[src/rtl/b64d_pkg.sv]
`timescale 1ns / 1ps

package b64d_pkg;

  localparam int unsigned QueueDepth = 2;

  localparam logic [7:0] CharPad     = 8'h3D;
  localparam logic [7:0] CharNewline = 8'h0A;

  typedef enum logic [1:0] {
    KIND_DATA = 2'd0,
    KIND_PAD  = 2'd1,
    KIND_NL   = 2'd2,
    KIND_BAD  = 2'd3
  } kind_e;

  typedef struct packed {
    kind_e      kind;
    logic [5:0] sextet;
    logic       last;
  } item_t;

endpackage

[src/rtl/b64d_front.sv]
`timescale 1ns / 1ps

module b64d_front (
  input  logic [7:0]     in_char_i,
  input  logic           in_last_i,
  output b64d_pkg::item_t item_o
);

  always_comb begin
    item_o.last   = in_last_i;
    item_o.sextet = 6'd0;
    item_o.kind   = b64d_pkg::KIND_BAD;
    case (in_char_i) inside
      [8'h41:8'h5A]: begin
        item_o.kind   = b64d_pkg::KIND_DATA;
        item_o.sextet = 6'(in_char_i - 8'h41);
      end
      [8'h61:8'h7A]: begin
        item_o.kind   = b64d_pkg::KIND_DATA;
        item_o.sextet = 6'(in_char_i - 8'h61 + 8'd26);
      end
      [8'h30:8'h39]: begin
        item_o.kind   = b64d_pkg::KIND_DATA;
        item_o.sextet = 6'(in_char_i - 8'h30 + 8'd52);
      end
      8'h2B: begin
        item_o.kind   = b64d_pkg::KIND_DATA;
        item_o.sextet = 6'd62;
      end
      8'h2F: begin
        item_o.kind   = b64d_pkg::KIND_DATA;
        item_o.sextet = 6'd63;
      end
      b64d_pkg::CharPad: begin
        item_o.kind = b64d_pkg::KIND_PAD;
      end
      b64d_pkg::CharNewline: begin
        item_o.kind = b64d_pkg::KIND_NL;
      end
      default: begin
        item_o.kind = b64d_pkg::KIND_BAD;
      end
    endcase
  end

endmodule

[src/rtl/b64d_queue.sv]
`timescale 1ns / 1ps

module b64d_queue #(
  parameter int unsigned Depth = b64d_pkg::QueueDepth
) (
  input  logic            clk_i,
  input  logic            rst_ni,
  input  logic            push_i,
  input  b64d_pkg::item_t push_item_i,
  output logic            full_o,
  input  logic            pop_i,
  output logic            head_valid_o,
  output b64d_pkg::item_t head_item_o
);

  localparam int unsigned PtrW = (Depth > 1) ? $clog2(Depth) : 1;
  localparam int unsigned CntW = $clog2(Depth + 1);

  b64d_pkg::item_t mem_q [Depth];

  logic [PtrW-1:0] wr_ptr_q, wr_ptr_d;
  logic [PtrW-1:0] rd_ptr_q, rd_ptr_d;
  logic [CntW-1:0] count_q, count_d;
  logic            do_push, do_pop;

  assign full_o       = (count_q == CntW'(Depth));
  assign head_valid_o = (count_q != '0);
  assign head_item_o  = mem_q[rd_ptr_q];

  assign do_push = push_i && !full_o;
  assign do_pop  = pop_i && head_valid_o;

  always_comb begin
    wr_ptr_d = wr_ptr_q;
    rd_ptr_d = rd_ptr_q;
    count_d  = count_q;
    if (do_push) begin
      wr_ptr_d = (wr_ptr_q == PtrW'(Depth - 1)) ? '0 : wr_ptr_q + PtrW'(1);
    end
    if (do_pop) begin
      rd_ptr_d = (rd_ptr_q == PtrW'(Depth - 1)) ? '0 : rd_ptr_q + PtrW'(1);
    end
    if (do_push && !do_pop) begin
      count_d = count_q + CntW'(1);
    end else if (do_pop && !do_push) begin
      count_d = count_q - CntW'(1);
    end
  end

  always_ff @(posedge clk_i or negedge rst_ni) begin
    if (!rst_ni) begin
      wr_ptr_q <= '0;
      rd_ptr_q <= '0;
      count_q  <= '0;
    end else begin
      wr_ptr_q <= wr_ptr_d;
      rd_ptr_q <= rd_ptr_d;
      count_q  <= count_d;
    end
  end

  always_ff @(posedge clk_i) begin
    if (do_push) begin
      mem_q[wr_ptr_q] <= push_item_i;
    end
  end

endmodule

[src/rtl/b64d_back.sv]
`timescale 1ns / 1ps

module b64d_back (
  input  logic            clk_i,
  input  logic            rst_ni,
  input  logic            head_valid_i,
  input  b64d_pkg::item_t head_item_i,
  output logic            pop_o,
  output logic            out_valid_o,
  input  logic            out_stall_i,
  output logic [7:0]      out_byte_o,
  output logic            byte_valid_o,
  output logic            msg_done_o,
  output logic            bad_input_o
);

  logic [1:0] pos_q, pos_d;
  logic [5:0] prev_q, prev_d;
  logic       pad_q, pad_d;
  logic       disc_q, disc_d;

  logic       out_valid_q, out_valid_d;
  logic [7:0] byte_q;
  logic       bv_q, done_q, bad_q;

  logic       err, bv, has_res;
  logic [7:0] byte_c;
  logic [1:0] pos_next;
  logic [5:0] v;

  assign v        = head_item_i.sextet;
  assign pos_next = pos_q + 2'd1;
  // the output register frees up when empty or when its transfer completes
  assign pop_o    = head_valid_i && (!out_valid_q || !out_stall_i);

  always_comb begin
    err     = 1'b0;
    bv      = 1'b0;
    byte_c  = 8'd0;
    has_res = 1'b0;
    pos_d   = pos_q;
    prev_d  = prev_q;
    pad_d   = pad_q;
    disc_d  = disc_q;

    if (disc_q) begin
      err = head_item_i.last;
    end else begin
      case (head_item_i.kind)
        b64d_pkg::KIND_NL: begin
          // newline is only skipped at a quartet boundary
          err = (pos_q != 2'd0);
        end
        b64d_pkg::KIND_PAD: begin
          if (pos_q == 2'd2) begin
            pad_d = 1'b1;
            pos_d = 2'd3;
            err   = head_item_i.last;
          end else if (pos_q == 2'd3) begin
            err   = !head_item_i.last;
            pos_d = 2'd0;
            pad_d = 1'b0;
          end else begin
            err = 1'b1;
          end
        end
        b64d_pkg::KIND_DATA: begin
          if (pad_q) begin
            err = 1'b1;
          end else begin
            case (pos_q)
              2'd1: begin
                bv     = 1'b1;
                byte_c = {prev_q, v[5:4]};
              end
              2'd2: begin
                bv     = 1'b1;
                byte_c = {prev_q[3:0], v[5:2]};
              end
              2'd3: begin
                bv     = 1'b1;
                byte_c = {prev_q[1:0], v};
              end
              default: begin
                bv = 1'b0;
              end
            endcase
            prev_d = v;
            pos_d  = pos_next;
            err    = head_item_i.last && (pos_next != 2'd0);
          end
        end
        default: begin
          err = 1'b1;
        end
      endcase
    end

    if (head_item_i.last) begin
      has_res = 1'b1;
      pos_d   = 2'd0;
      prev_d  = 6'd0;
      pad_d   = 1'b0;
      disc_d  = 1'b0;
    end else begin
      if (err) begin
        disc_d = 1'b1;
      end
      has_res = bv;
    end
  end

  always_comb begin
    out_valid_d = out_valid_q;
    if (pop_o) begin
      out_valid_d = has_res;
    end else if (!out_stall_i) begin
      out_valid_d = 1'b0;
    end
  end

  always_ff @(posedge clk_i or negedge rst_ni) begin
    if (!rst_ni) begin
      pos_q       <= 2'd0;
      prev_q      <= 6'd0;
      pad_q       <= 1'b0;
      disc_q      <= 1'b0;
      out_valid_q <= 1'b0;
    end else begin
      out_valid_q <= out_valid_d;
      if (pop_o) begin
        pos_q  <= pos_d;
        prev_q <= prev_d;
        pad_q  <= pad_d;
        disc_q <= disc_d;
      end
    end
  end

  always_ff @(posedge clk_i) begin
    if (pop_o && has_res) begin
      byte_q <= bv ? byte_c : 8'd0;
      bv_q   <= bv;
      done_q <= head_item_i.last;
      bad_q  <= head_item_i.last && err;
    end
  end

  assign out_valid_o  = out_valid_q;
  assign out_byte_o   = byte_q;
  assign byte_valid_o = bv_q;
  assign msg_done_o   = done_q;
  assign bad_input_o  = bad_q;

endmodule

[src/rtl/base64_validating_decoder.sv]
`timescale 1ns / 1ps

// base64 decoder with validation: one encoded character is taken per cycle while
// the queue is not full and at most one result leaves per cycle, so the sustained
// rate is one character per clock when the receiver does not stall; the decode
// state (quartet position, previous sextet, padding and error flags) updates in
// the back end as each character is popped. a character is classified on entry
// and written into a QueueDepth-entry queue, then the back end decodes it into an
// output register, so a character is held in the queue and then its result in the
// output register, which it leaves at an edge where out_stall_i is low. the input
// stalls only while the queue is full, and the queue drains whenever the output
// register is empty or its transfer completes. characters that yield no byte and
// do not end the message produce no transfer; the last character always produces
// one with msg_done_o set, and bad_input_o set if the message was malformed.
module base64_validating_decoder #(
  parameter int unsigned QueueDepth = b64d_pkg::QueueDepth
) (
  input  logic       clk_i,
  input  logic       rst_ni,
  input  logic       in_valid_i,
  output logic       in_stall_o,
  input  logic [7:0] in_char_i,
  input  logic       in_last_i,
  output logic       out_valid_o,
  input  logic       out_stall_i,
  output logic [7:0] out_byte_o,
  output logic       byte_valid_o,
  output logic       msg_done_o,
  output logic       bad_input_o
);

  b64d_pkg::item_t in_item, head_item;
  logic            head_valid, pop, full;

  b64d_front u_front (
    .in_char_i (in_char_i),
    .in_last_i (in_last_i),
    .item_o    (in_item)
  );

  b64d_queue #(
    .Depth (QueueDepth)
  ) u_queue (
    .clk_i        (clk_i),
    .rst_ni       (rst_ni),
    .push_i       (in_valid_i),
    .push_item_i  (in_item),
    .full_o       (full),
    .pop_i        (pop),
    .head_valid_o (head_valid),
    .head_item_o  (head_item)
  );

  assign in_stall_o = full;

  b64d_back u_back (
    .clk_i        (clk_i),
    .rst_ni       (rst_ni),
    .head_valid_i (head_valid),
    .head_item_i  (head_item),
    .pop_o        (pop),
    .out_valid_o  (out_valid_o),
    .out_stall_i  (out_stall_i),
    .out_byte_o   (out_byte_o),
    .byte_valid_o (byte_valid_o),
    .msg_done_o   (msg_done_o),
    .bad_input_o  (bad_input_o)
  );

endmodule

[config.mk]
export PLATFORM = sky130hd
export DESIGN_NAME = base64_validating_decoder
export DESIGN_NICKNAME = d
export VERILOG_FILES = /design/src/rtl/b64d_pkg.sv /design/src/rtl/b64d_front.sv /design/src/rtl/b64d_queue.sv /design/src/rtl/b64d_back.sv /design/src/rtl/base64_validating_decoder.sv
export SDC_FILE = /design/constraint.sdc
export NUM_CORES = 1
export LEC_CHECK = 0
export BUFFER_PORTS_ARGS = -buffer_cell sky130_fd_sc_hd__buf_2
export CAP_MARGIN = 20
export CORE_ASPECT_RATIO = 1.25
export CORE_MARGIN = 4
export CORE_UTILIZATION = 55
export CTS_BUF_LIST = sky130_fd_sc_hd__clkbuf_4 sky130_fd_sc_hd__clkbuf_8 sky130_fd_sc_hd__clkbuf_16
export DETAILED_ROUTE_END_ITERATION = 10
export GPL_ROUTABILITY_DRIVEN = 0
export GPL_TIMING_DRIVEN = 0
export PLACE_DENSITY = 0.79
export SLEW_MARGIN = 20
export SYNTH_ARGS = -nofsm -noshare
export SYNTH_HDL_FRONTEND = slang
export SYNTH_SLANG_ARGS = --single-unit
export TNS_END_PERCENT = 1
[constraint.sdc]
create_clock -name clk_i -period 2.83 [get_ports clk_i]
set_input_delay 0.283 -clock clk_i [delete_from_list [all_inputs] [get_ports clk_i]]
set_output_delay 0.283 -clock clk_i [all_outputs]
set_load 0.1 [all_outputs]
==> results.py <==
metrics = {
    "sta": {
        "fin_setup_tns_ns": 0,
        "rsz0062_at_grt": "no",
        "period_minus_slack_ns": 2.287,
        "final-max-slew-violation-count": 0,
        "final-hold-violation-count": 0,
        "timing.final.setup_violations": 0,
        "timing.fmax_ghz": 0.4372,
        "timing.hold.ws_ns": 0.1931,
        "period_share_pct": 80.82,
        "finalClockSkew_ns": 0.008094,
        "worst_pin_slew_ns": 0.7322,
        "worst_slew_margin_pct": 51.00,
    },
    "synth": {
        "netlist_top_cells_count": "edfxtp_1, nor2_1, inv_1",
        "syn_nets": 262,
        "synth_largest_area_cell": "edfxtp_1",
        "synth-edff-count": 29,
        "syn-cell-area_um2": 2529,
        "synth_seq_area_share_pct": 49.28,
        "postSynthRegisterBits": 44,
        "top_count_cell_post_synth": "edfxtp_1",
        "synthTopCellsByArea": "edfxtp_1, dfrtp_1, ha_1",
        "yosys.area.top_type_share_pct": 34.44,
        "synth_ff_type": "edfxtp_1",
        "yosys_warnings": 0,
        "syn_avg_cell_area_um2": 10.81,
        "yosysUniqueCellTypes": 53,
        "synthArstFlopShare_pct": 34.09,
        "synth_cells": 234,
    },
    "setup_path": {
        "critical_path_launch_point_type": "input port",
        "delay_of_the_slowest_cell_on_the_worst_path_ns": 0.45,
        "path_class": "in2reg",
        "critPathCaptureType": "flop",
        "crit_path_top_delay_cell": "nand4_1",
        "timing.critical_path.arrival_ns": 2.42,
        "path_max_fanout": 9,
        "crit_path_cells": "buf_2 > inv_1 > ha_1 > nor2b_1 > o211ai_1 > nand4_1 > o2111ai_1 > o31a_1",
        "worst_path_dominant_cell_family": "compound AO/OA/AOI/OAI gates",
        "critPathRequiredTime_ns": 2.97,
        "path_buf_inv": 2,
    },
    "grt": {
        "wire_length_of_the_first_global_routing_pass_mm": 8.355,
        "grt_pass1_vias": 1896,
        "pin_count_of_the_biggest_net_entering_global_routing": 16,
        "antenna_found_initial": 0,
        "grt-ovfl-total": 0,
        "groute.usage.overall_pct": 18.57,
    },
    "pwr": {
        "power_density_nw_per_um2": 983.3,
        "p_leak_nw": 1.169,
        "vdd_ir_drop_max_mv": 0.3496,
        "p_total_mw": 2.776,
    },
    "cells_and_area": {
        "layoutNonFillerInstCount": 324,
        "finish.instance_area_um2": 2823,
        "antenna_cells": 0,
        "fillCellCount": 364,
        "syn2layout_area_growth_pct": 11.63,
        "post_layout_net_count": 293,
        "drive_gt1_share_pct": 18.05,
    },
    "detailed_routing": {
        "dr.pass1.iters": 4,
        "met3RoutedLength_um": 238,
        "post-route-drc-count": 0,
        "vias_per_cell": 6.062,
        "routed-via-count": 1964,
        "routed-wl-met2_mm": 2.627,
        "met1_length_mm": 1.939,
        "antenna_violating_nets_post_route": 0,
        "highest-signal-layer": "met4",
        "drt_iter0_drcs": 221,
        "routedWlPerCell_um": 15.17,
        "postRouteWirelength_mm": 4.915,
    },
    "placement": {
        "dpl.hpwl_mm": 3.615,
        "postPlaceCellArea_um2": 2716,
        "placed_cells_incl_taps": 315,
        "numPortBuffers": 23,
    },
    "clock_network": {
        "max-clock-path-buffers": 2,
        "cts_made_buffers": 5,
        "clock_tree_from_tritoncts": "built",
        "cts_max_level": 2,
        "cts.reportedPaths.clkPinSlew_ns": 0.07,
        "clkSinkCount": 44,
        "cts_resized": 0,
        "clk_latency_ns": 0.29,
        "ctsRootBufferMaster": "clkbuf_8",
    },
    "flow_run": {
        "max_cap_viol_count": 0,
    },
    "floorplan": {
        "std_cell_rows": 27,
        "core_region_area_um2": 4425,
        "chipWidth_um": 68.65,
        "initial_utilization_pct": 57.14,
        "pin_count": 26,
        "die-height_um": 83.81,
        "dieArea_um2": 5753,
    },
    "outcome": {
        "outcome": "finished, final reports clean",
    },
    "hold_path": {
        "min-delay-path-class": "in2reg",
    },
}
report_power, final:
part / leakage (nW) / switching, mW / internal, mW
clock: 0.0510 / 0.194 / 0.195
combinational: 0.647 / 0.999 / 0.355
sequential: 0.471 / 0.107 / 0.927
total: 1.17 / 1.30 / 1.48
per-layer routing:
metal,track usage [%],vias up
li1,-,941
met1,20.66,930
met2,32.58,81
met3,3.235,12
met4,8.861,0
met5,0,-
cell families (layout without fill, tap and decap cells):
family / after synthesis / in the layout / synth area share (%)
flops: 44 / 44 / 49.28
buf+inv: 27 / 59 / 4.700
xor+xnor: 6 / 6 / 2.078
simple gates: 72 / 72 / 14.55
compound gates: 62 / 62 / 17.96
fa+ha+maj: 15 / 15 / 7.422
mux: 8 / 8 / 4.008
placed cells by master (no fill, tap or decap), types with 4 or more instances in the layout:
cell type | netlist | routed
a22o_1 | 6 | 6
o211ai_1 | 4 | 4
dfrtp_1 | 15 | 15
ha_1 | 15 | 15
xnor2_1 | 4 | 4
nand4_1 | 5 | 5
nor2b_1 | 4 | 4
and3_1 | 4 | 4
nand2b_1 | 4 | 4
a222oi_1 | 8 | 8
inv_1 | 18 | 18
edfxtp_1 | 29 | 29
buf_2 | 2 | 25
nor2_1 | 20 | 20
nand3_1 | 6 | 6
a21oi_1 | 10 | 9
o21ai_0 | 8 | 8
mux2_2 | 7 | 7
clkbuf_8 | 0 | 6
nand2_1 | 16 | 16
a21o_1 | 4 | 4
through the flow:
step,setup slack (ns),utilization [%]
3_5_place_dp,0.2661,61.38
6_report,0.5429,63.78
4_1_cts,0.2246,63.70
2_1_floorplan,0.6047,-
3_3_place_gp,0.3027,61.38
5_1_grt,0.4028,63.78
registers in the layout (all words and copies together), names as in the netlist, 2 cells and up:
| name | cells |
|---|---|
| u_queue.mem_q | 18 |
| u_back.out_byte_o | 8 |
| u_back.prev_q | 6 |
| u_back.pos_q | 2 |
| u_queue.count_q | 2 |
final timing paths:
path / slack (ns) / depth (start not counted) / startpoint / to
min reg2reg: 0.50 / 1 / u_queue.wr_ptr_q$_DFFE_PN0P_ / u_queue.wr_ptr_q$_DFFE_PN0P_
max: 0.54 / 8 / in_char_i[0] / u_queue.mem_q[0][3]$_DFFE_PP_
min: 0.19 / 1 / in_last_i / u_queue.mem_q[0][0]$_DFFE_PP_
max reg2reg: 0.59 / 6 / u_queue.rd_ptr_q$_DFFE_PN0P_ / u_back.out_byte_o[2]$_SDFFCE_PP0P_
max in group asynchronous: 2.13 / 2 / rst_ni / u_back.prev_q[2]$_DFFE_PN0P_
min in group asynchronous: 0.43 / 2 / rst_ni / u_back.pad_q$_DFFE_PN0P_
what timing repair did:
| item | 4_1_cts | 5_1_grt |
|---|---|---|
| hold endpoints to repair | 15 | 0 |
| hold buffers | 1 | 0 |
| setup buffers | 0 | 0 |
layout make-up:
type	count	area (um^2)	share of cell area [%]
Inverter	19	71.32	2.527
Tap cell	58	72.57	2.571
Timing Repair Buffer	24	125.1	4.433
Multi-Input combinational cell	163	1167	41.36
Clock inverter	2	10.01	0.3546
Buffer	8	47.55	1.684
Clock buffer	6	82.58	2.926
Sequential cell	44	1246	44.15
worst reg2reg max path, stage by stage, from the launching register on:
cell and delay (ns):
dfrtp_1 0.37, buf_6 0.14, nor3_2 0.33, o21ai_1 0.16, nand2b_1 0.17, buf_2 0.17
a21oi_2 0.54
(Power assumes the default switching activity.)
